## src/rtl/core/lagi_pkg.sv

```systemverilog
package lagi_pkg;

  localparam int MaxNodes   = 8;
  localparam int SampleBits = 16;
  localparam int IdxW       = $clog2(MaxNodes);
  localparam int CountW     = 4;
  localparam int SpacingW   = 7;
  localparam int QueryW     = 9;
  localparam int DiffW      = 10;
  localparam int BinomW     = 6;
  localparam int FactW      = 13;
  localparam int TermW      = 96;
  localparam int AccW       = 100;
  localparam int DenW       = 64;
  localparam int NumW       = 97;
  localparam int DivCntW    = 7;
  localparam int ResultW    = 32;

  localparam logic CmdWrite = 1'b0;
  localparam logic CmdEval  = 1'b1;

  localparam logic CfgNodeCount = 1'b0;
  localparam logic CfgSpacing   = 1'b1;

  typedef enum logic [3:0] {
    OP_NONE,
    OP_WRITE,
    OP_EVAL,
    OP_LOAD,
    OP_MUL,
    OP_ACC,
    OP_DINIT,
    OP_DMUL,
    OP_ABS,
    OP_NUM,
    OP_DIV,
    OP_FIN
  } dp_op_e;

  typedef struct packed {
    dp_op_e          op;
    logic [IdxW-1:0] i;
    logic [IdxW-1:0] j;
  } dp_cmd_t;

  function automatic logic [BinomW-1:0] binom_f(input logic [IdxW-1:0] m,
                                                 input logic [IdxW-1:0] k);
    logic [BinomW-1:0] row [MaxNodes];
    logic [BinomW-1:0] nxt [MaxNodes];
    logic [BinomW-1:0] res;
    res = '0;
    for (int c = 0; c < MaxNodes; c++) begin
      row[c] = (c == 0) ? BinomW'(1) : '0;
      nxt[c] = '0;
    end
    for (int r = 0; r < MaxNodes; r++) begin
      if (IdxW'(r) == m) begin
        res = row[k];
      end
      for (int c = 0; c < MaxNodes; c++) begin
        nxt[c] = row[c] + ((c > 0) ? row[(c > 0) ? c - 1 : 0] : '0);
      end
      row = nxt;
    end
    return res;
  endfunction

  function automatic logic [FactW-1:0] fact_f(input logic [IdxW-1:0] m);
    logic [FactW-1:0] f;
    case (m)
      3'd2:    f = FactW'(2);
      3'd3:    f = FactW'(6);
      3'd4:    f = FactW'(24);
      3'd5:    f = FactW'(120);
      3'd6:    f = FactW'(720);
      3'd7:    f = FactW'(5040);
      default: f = FactW'(1);
    endcase
    return f;
  endfunction

endpackage

```

## src/rtl/core/lagi_ctrl.sv

```systemverilog
module lagi_ctrl
  import lagi_pkg::*;
(
  input  logic            clk_i,
  input  logic            rst_ni,
  input  logic            start,
  input  logic            command_i,
  input  logic [IdxW-1:0] m_i,
  output logic            busy,
  output logic            strobe_o,
  output dp_cmd_t         cmd_o
);

  typedef enum logic [3:0] {
    S_IDLE, S_LOAD, S_MUL, S_ACC, S_DINIT, S_DMUL, S_ABS, S_NUM, S_DIV, S_FIN
  } state_e;

  state_e             state_q;
  logic [IdxW-1:0]    i_q, j_q;
  logic [DivCntW-1:0] k_q;
  logic               done_q;

  assign busy     = (state_q != S_IDLE);
  assign strobe_o = done_q;

  always_comb begin
    cmd_o.i = i_q;
    cmd_o.j = j_q;
    unique case (state_q)
      S_IDLE: begin
        if (!start)                 cmd_o.op = OP_NONE;
        else if (command_i == CmdEval) cmd_o.op = OP_EVAL;
        else                        cmd_o.op = OP_WRITE;
      end
      S_LOAD:  cmd_o.op = OP_LOAD;
      S_MUL:   cmd_o.op = (j_q != i_q) ? OP_MUL : OP_NONE;
      S_ACC:   cmd_o.op = OP_ACC;
      S_DINIT: cmd_o.op = OP_DINIT;
      S_DMUL:  cmd_o.op = OP_DMUL;
      S_ABS:   cmd_o.op = OP_ABS;
      S_NUM:   cmd_o.op = OP_NUM;
      S_DIV:   cmd_o.op = OP_DIV;
      S_FIN:   cmd_o.op = OP_FIN;
      default: cmd_o.op = OP_NONE;
    endcase
  end

  always_ff @(posedge clk_i or negedge rst_ni) begin
    if (!rst_ni) begin
      state_q <= S_IDLE;
      i_q     <= '0;
      j_q     <= '0;
      k_q     <= '0;
      done_q  <= 1'b0;
    end else begin
      done_q <= (state_q == S_FIN);
      unique case (state_q)
        S_IDLE: begin
          if (start && command_i == CmdEval) begin
            i_q     <= '0;
            state_q <= S_LOAD;
          end
        end
        S_LOAD: begin
          j_q     <= '0;
          state_q <= S_MUL;
        end
        S_MUL: begin
          if (j_q == m_i) state_q <= S_ACC;
          else            j_q <= j_q + 1'b1;
        end
        S_ACC: begin
          if (i_q == m_i) begin
            state_q <= S_DINIT;
          end else begin
            i_q     <= i_q + 1'b1;
            state_q <= S_LOAD;
          end
        end
        S_DINIT: begin
          j_q     <= '0;
          state_q <= S_DMUL;
        end
        S_DMUL: begin
          if (j_q == m_i - 1'b1) state_q <= S_ABS;
          else                   j_q <= j_q + 1'b1;
        end
        S_ABS: state_q <= S_NUM;
        S_NUM: begin
          k_q     <= '0;
          state_q <= S_DIV;
        end
        S_DIV: begin
          if (k_q == DivCntW'(NumW - 1)) state_q <= S_FIN;
          else                           k_q <= k_q + 1'b1;
        end
        S_FIN: begin
          state_q <= S_IDLE;
        end
        default: state_q <= S_IDLE;
      endcase
    end
  end

endmodule

```

## src/rtl/core/lagi_dp.sv

```systemverilog
module lagi_dp
  import lagi_pkg::*;
(
  input  logic                      clk_i,
  input  dp_cmd_t                   cmd_i,
  input  logic [IdxW-1:0]           m_i,
  input  logic [SpacingW-1:0]       h_i,
  input  logic [IdxW-1:0]           node_index_i,
  input  logic signed [SampleBits-1:0] node_value_i,
  input  logic [QueryW-1:0]         query_x_i,
  output logic signed [ResultW-1:0] interp_value_o,
  output logic                      saturated_o
);

  logic [SampleBits-1:0] nodes_q [MaxNodes];
  logic [QueryW-1:0]     x_q;
  logic [TermW-1:0]      term_q;
  logic                  neg_q;
  logic [AccW-1:0]       acc_q;
  logic                  res_neg_q;
  logic [NumW-1:0]       num_q;
  logic [DenW-1:0]       den_q;
  logic [DenW-1:0]       rem_q;
  logic [ResultW-1:0]    quo_q;
  logic                  hi_q;
  logic [ResultW-1:0]    out_q;
  logic                  sat_q;

  logic [SampleBits-1:0] y;
  logic [SampleBits:0]   abs_y;
  logic [SampleBits+BinomW:0] y_binom;
  logic [DiffW-1:0]      jh;
  logic [DiffW:0]        diff;
  logic [DiffW-1:0]      abs_d;
  logic [DiffW-1:0]      mul_b;
  logic [TermW+DiffW-1:0] prod;
  logic [AccW-1:0]       term_ext;
  logic [DenW:0]         rem_sh;
  logic                  qbit;
  logic [ResultW-1:0]    limit;
  logic                  sat;
  logic [ResultW-1:0]    mag;

  assign y     = nodes_q[cmd_i.i];
  assign abs_y = y[SampleBits-1] ? (SampleBits+1)'(-$signed({y[SampleBits-1], y}))
                                 : {1'b0, y};
  assign y_binom = {{BinomW{1'b0}}, abs_y} * {{(SampleBits+1){1'b0}}, binom_f(m_i, cmd_i.i)};
  assign jh    = DiffW'(cmd_i.j) * DiffW'(h_i);
  assign diff  = {2'b00, x_q} - {1'b0, jh};
  assign abs_d = diff[DiffW] ? DiffW'(-diff) : diff[DiffW-1:0];
  assign mul_b = (cmd_i.op == OP_MUL) ? abs_d : DiffW'(h_i);
  assign prod  = term_q * mul_b;
  assign term_ext = AccW'(term_q);

  assign rem_sh = {rem_q, num_q[NumW-1]};
  assign qbit   = (rem_sh >= {1'b0, den_q});

  assign limit = res_neg_q ? 32'h8000_0000 : 32'h7FFF_FFFF;
  assign sat   = hi_q || (quo_q > limit);
  assign mag   = sat ? limit : quo_q;

  always_ff @(posedge clk_i) begin
    case (cmd_i.op)
      OP_WRITE: nodes_q[node_index_i] <= node_value_i;
      OP_EVAL: begin
        x_q   <= query_x_i;
        acc_q <= '0;
      end
      OP_LOAD: begin
        term_q <= TermW'(y_binom);
        neg_q  <= (m_i[0] ^ cmd_i.i[0]) ^ y[SampleBits-1];
      end
      OP_MUL: begin
        term_q <= prod[TermW-1:0];
        neg_q  <= neg_q ^ diff[DiffW];
      end
      OP_ACC:   acc_q <= neg_q ? acc_q - term_ext : acc_q + term_ext;
      OP_DINIT: term_q <= TermW'(fact_f(m_i));
      OP_DMUL:  term_q <= prod[TermW-1:0];
      OP_ABS: begin
        res_neg_q <= acc_q[AccW-1];
        if (acc_q[AccW-1]) acc_q <= -acc_q;
      end
      OP_NUM: begin
        num_q <= {acc_q[NumW-2:0], 1'b0} + NumW'(term_q);
        den_q <= {term_q[DenW-2:0], 1'b0};
        rem_q <= '0;
        quo_q <= '0;
        hi_q  <= 1'b0;
      end
      OP_DIV: begin
        rem_q <= qbit ? DenW'(rem_sh - {1'b0, den_q}) : rem_sh[DenW-1:0];
        num_q <= {num_q[NumW-2:0], 1'b0};
        quo_q <= {quo_q[ResultW-2:0], qbit};
        hi_q  <= hi_q | quo_q[ResultW-1];
      end
      OP_FIN: begin
        out_q <= res_neg_q ? -mag : mag;
        sat_q <= sat;
      end
      default: ;
    endcase
  end

  assign interp_value_o = $signed(out_q);
  assign saturated_o    = sat_q;

endmodule

```

## src/rtl/core/lagrange_interpolator.sv

```systemverilog
// Equispaced Lagrange interpolator. A write item stores a signed sample for
// one node; an evaluate item returns the value of the polynomial through the
// first node_count nodes at query_x, rounded to nearest with ties away from
// zero and saturated to 32 bits. The evaluation runs the shared term
// multiplier for each node in turn and for the denominator build, then
// the 97-step restoring divider. Busy stays high until the result cycle,
// in which a new item can already be accepted; write items are taken
// whenever busy is low. The result appears for exactly one cycle with
// strobe_o high and cannot be held off, so the receiver must take it
// then. Evaluating with a node that was never written gives an undefined
// result.
module lagrange_interpolator
  import lagi_pkg::*;
(
  input  logic                         clk_i,
  input  logic                         rst_ni,
  input  logic                         start,
  output logic                         busy,
  input  logic                         command_i,
  input  logic [IdxW-1:0]              node_index_i,
  input  logic signed [SampleBits-1:0] node_value_i,
  input  logic [QueryW-1:0]            query_x_i,
  output logic                         strobe_o,
  output logic signed [ResultW-1:0]    interp_value_o,
  output logic                         saturated_o,
  input  logic                         cfg_we_i,
  input  logic                         cfg_idx_i,
  input  logic [SpacingW-1:0]          cfg_data_i
);

  logic [CountW-1:0]   count_q;
  logic [SpacingW-1:0] spacing_q;
  logic [IdxW-1:0]     m;
  logic [SpacingW-1:0] h;
  dp_cmd_t             cmd;

  always_ff @(posedge clk_i or negedge rst_ni) begin
    if (!rst_ni) begin
      count_q   <= CountW'(8);
      spacing_q <= SpacingW'(5);
    end else if (cfg_we_i) begin
      unique case (cfg_idx_i)
        CfgNodeCount: count_q   <= cfg_data_i[CountW-1:0];
        CfgSpacing:   spacing_q <= cfg_data_i;
        default: ;
      endcase
    end
  end

  always_comb begin
    if (count_q < CountW'(2))             m = IdxW'(1);
    else if (count_q > CountW'(MaxNodes)) m = IdxW'(MaxNodes - 1);
    else                                  m = IdxW'(count_q - 1'b1);
    h = (spacing_q == '0) ? SpacingW'(1) : spacing_q;
  end

  lagi_ctrl u_ctrl (
    .clk_i     (clk_i),
    .rst_ni    (rst_ni),
    .start     (start),
    .command_i (command_i),
    .m_i       (m),
    .busy      (busy),
    .strobe_o  (strobe_o),
    .cmd_o     (cmd)
  );

  lagi_dp u_dp (
    .clk_i          (clk_i),
    .cmd_i          (cmd),
    .m_i            (m),
    .h_i            (h),
    .node_index_i   (node_index_i),
    .node_value_i   (node_value_i),
    .query_x_i      (query_x_i),
    .interp_value_o (interp_value_o),
    .saturated_o    (saturated_o)
  );

endmodule
```

## config.mk

```make
export PLATFORM = sky130hd
export DESIGN_NAME = lagrange_interpolator
export DESIGN_NICKNAME = d
export VERILOG_FILES = /design/src/rtl/core/lagi_pkg.sv /design/src/rtl/core/lagi_ctrl.sv /design/src/rtl/core/lagi_dp.sv /design/src/rtl/core/lagrange_interpolator.sv
export SDC_FILE = /design/constraint.sdc
export NUM_CORES = 2
export LEC_CHECK = 0
export BUFFER_PORTS_ARGS = -buffer_cell sky130_fd_sc_hd__buf_2
export CORE_MARGIN = 2
export CORE_UTILIZATION = 50
export CTS_BUF_LIST = sky130_fd_sc_hd__clkbuf_2 sky130_fd_sc_hd__clkbuf_4 sky130_fd_sc_hd__clkbuf_8
export CTS_CLUSTER_DIAMETER = 150
export CTS_CLUSTER_SIZE = 16
export DETAILED_ROUTE_END_ITERATION = 10
export PLACE_DENSITY_LB_ADDON = 0.25
export SETUP_SLACK_MARGIN = 0.15
export SLEW_MARGIN = 20
export SYNTH_ARGS = -nofsm -noshare
export SYNTH_HDL_FRONTEND = slang
export SYNTH_HIERARCHICAL = 1
export SYNTH_SLANG_ARGS = --single-unit
```

## constraint.sdc

```tcl
create_clock -name clk_i -period 11.1 [get_ports clk_i]
set_input_delay 0 -clock clk_i [delete_from_list [all_inputs] [get_ports clk_i]]
set_output_delay 0 -clock clk_i [all_outputs]
set_load 0.005 [all_outputs]
```

==> metrics.cfg <==
[outcome]
status=completed

[global_route]
antenna_found_initial=10
first_global_vias=65944
overflow=0
track_usage=0.291
grt_pass1_wl_mm=375
grt_max_degree=153

[timing]
skew_ns=0.0732
period_needed_ns=10.56
setup_violations=0
slew_violations=0
maxSlewHeadroom=0.108
worstMarginPinSlew_ns=1.30
rsz0062_at_grt=yes
max_freq_ghz=0.0947
hold_viol=0
layout_worst_path_cycle_share=0.951

[floorplanning]
num_io_pins=76
die_x_um=404
start_util=0.505
die_h_um=404
die-area_mm2=0.163
rows=146
core_mm2=0.159

[yosys]
synthCells=9105
synth_area_leaders=edfxtp_1 (23%), fa_1 (20%), ha_1 (7.2%)
ys_warn_count=6
synth.distinct_cells=116
yosysSeqAreaShare=0.243
ys_seq_elements=654
async_flop_share=0.0443
yosys.area.top_type=edfxtp_1
synth_flop_cell=edfxtp_1
syn_avg_cell_area_um2=8.80
synth_top_area_frac=0.234
synth_edf_count=625
netlist_area_mm2=0.0801

[clock_network]
cts_max_path_buffers=3
clk_pin_slew_worst_paths_ns=0.12
cts_sinks=654
htreeDepth=2
clock_latency_ns=0.81
tritoncts=yes
cts_inserted_buffers=48
root_buffer=clkbuf_8

[routing]
drcViolationCount=0
num_vias=66258
via_per_inst=5.96
wirelength_mm=238
drt_iter0_drc=5810
wire_per_inst_um=21.5
dr.pass1.iters=7
ant_nets=0

[critical_path]
cp_slowest_cell=fa_1
start_kind=register
critPathMaxStageDelay_ns=0.56
cp.required_ns=11.63
critPathKind=reg -> reg
cpMostUsedCell=fa_1
cp.arrival_ns=11.09
end_kind=register
crit_fanout=21

[finish]
seq_area_mm2=0.0195
fin_nets=10301
area_growth_pct=6.30
post-route-util=0.536
multi_input_area_mm2=0.0547
layout-drive-gt1-share=0.0616
nFillCells=14512

[place]
gp_congestion=0.979
io_buffers=75
dp_hpwl_mm=177

[run]
cap_violations=0

[worst_hold_path]
hp-class=in -> reg

cells in the final DEF, fill, tap and decap left out, drive strengths merged, types with 112 or more instances in the layout:
cell type / n
nand4: 128
o21ai: 335
nor2b: 206
nand2: 967
inv: 1209
buf: 270
a21oi: 653
nor3: 193
xor2: 216
a21o: 280
ha: 460
xnor2: 363
nand3: 112
edfxtp: 625
and2: 303
nor2: 611
and3: 121
fa: 786
synthesized netlist by cell type (all sizes together), types with 44 or more instances:
library cell,instances
fa,786
o21ai,335
nand3,112
and3,121
ha,460
nand2b,74
inv,1207
and2,303
nand2,967
nand4,128
a31oi,68
or3,55
clkbuf,460
nor2,611
nor3,193
nor4,67
xor2,216
nor2b,206
xnor2,363
edfxtp,625
o22ai,104
o21bai,78
a21oi,653
o21a,44
a21o,280
a211oi,48
kinds of logic after synthesis:
group                      Yosys count  share of synthesized area
AOI/OAI and AO/OA                 1878                      0.147
xor gates and xnor gates           583                     0.0645
adders and majority gates         1246                      0.268
buffers and inverters             1708                     0.0809
DFF                                654                      0.243
muxes                               79                     0.0151
other                                2                  0.0000938
and+or+nand+nor                   2955                      0.181
stage by stage:
| stage | worst slack, ns | TNS [ns] | cells | hold WS, ns | cell area, µm² |
|---|---|---|---|---|---|
| floorplan | 0.302 | 0 | 9109 | -0.296 | 80100 |
| global placement | 0.0171 | 0 | 10941 | 0.0631 | 82900 |
| detailed placement | -0.113 | -0.279 | 10941 | 0.0770 | 82900 |
| CTS | 0.155 | 0 | 11102 | 0.110 | 84700 |
| global route | 0.0786 | 0 | 11113 | 0.165 | 85100 |
| finish | 0.538 | 0 | 11115 | 0.178 | 85100 |
final cells by class:
cell class,count,area share
Multi-Input combinational cell,6747,0.643
Antenna cell,7,0.000206
Inverter,1208,0.0533
Clock buffer,64,0.00917
Sequential cell,654,0.229
Clock inverter,8,0.000882
Tap cell,2072,0.0304
Timing Repair Buffer,355,0.0341
flip-flops by register name, summed over array words and instances, names as in the netlist, 3 cells and up:
name and count:
u_dp/quo_q 32, u_ctrl/state_q 4, u_dp/den_q 63, spacing_q 7
u_dp/acc_q 100, u_dp/interp_value_o 32, u_dp/num_q 97, u_dp/x_q 9
u_dp/term_q 96, u_ctrl/i_q 3, u_ctrl/k_q 7, count_q 4
u_ctrl/j_q 3, u_dp/nodes_q 128, u_dp/rem_q 64
what timing repair did:
item	CTS	global route
endpoints found under the hold margin	309	0
pin swaps	2	7
resized for setup	9	69
hold buffers	86	0
setup endpoints to repair	15	43
setup buffers	3	5
routing by layer:
layer  GRT usage  vias up  routed length (µm)
li1            -    30423                   -
met3      0.0416      483               18900
met5           0        -                  17
met1       0.404    32686              102000
met4       0.104        2               10100
met2       0.465     2664              108000
worst paths after layout:
kind	startpoint	endpoint	slack [ns]	cells after the start
worst max-delay path	spacing_q[1]	u_dp/term_q[95]	0.54	42
worst min-delay path	cfg_idx_i	count_q[3]	0.18	4
max in group asynchronous	rst_ni	u_ctrl/i_q[0]	10.59	4
worst max register to register	spacing_q[1]	u_dp/term_q[95]	0.54	42
worst min register to register	u_dp/acc_q[99]	u_dp/res_neg_q	0.53	0
min in group asynchronous	rst_ni	u_ctrl/i_q[2]	0.30	4
worst max-delay path, delay by kind of cell, from the launching register on:
family / cells / cell delay, ns
XOR/XNOR: 2 / 0.33
flip-flops: 1 / 0.41
buffers and inverters: 10 / 1.14
AO/OA/AOI/OAI: 14 / 3.15
adder cells (fa/ha/maj): 9 / 3.85
AND/OR/NAND/NOR: 7 / 1.39
Power is left out: the tool's default activity adds up to more than one toggle a clock period on the data nets, which glitch-free logic cannot reach.
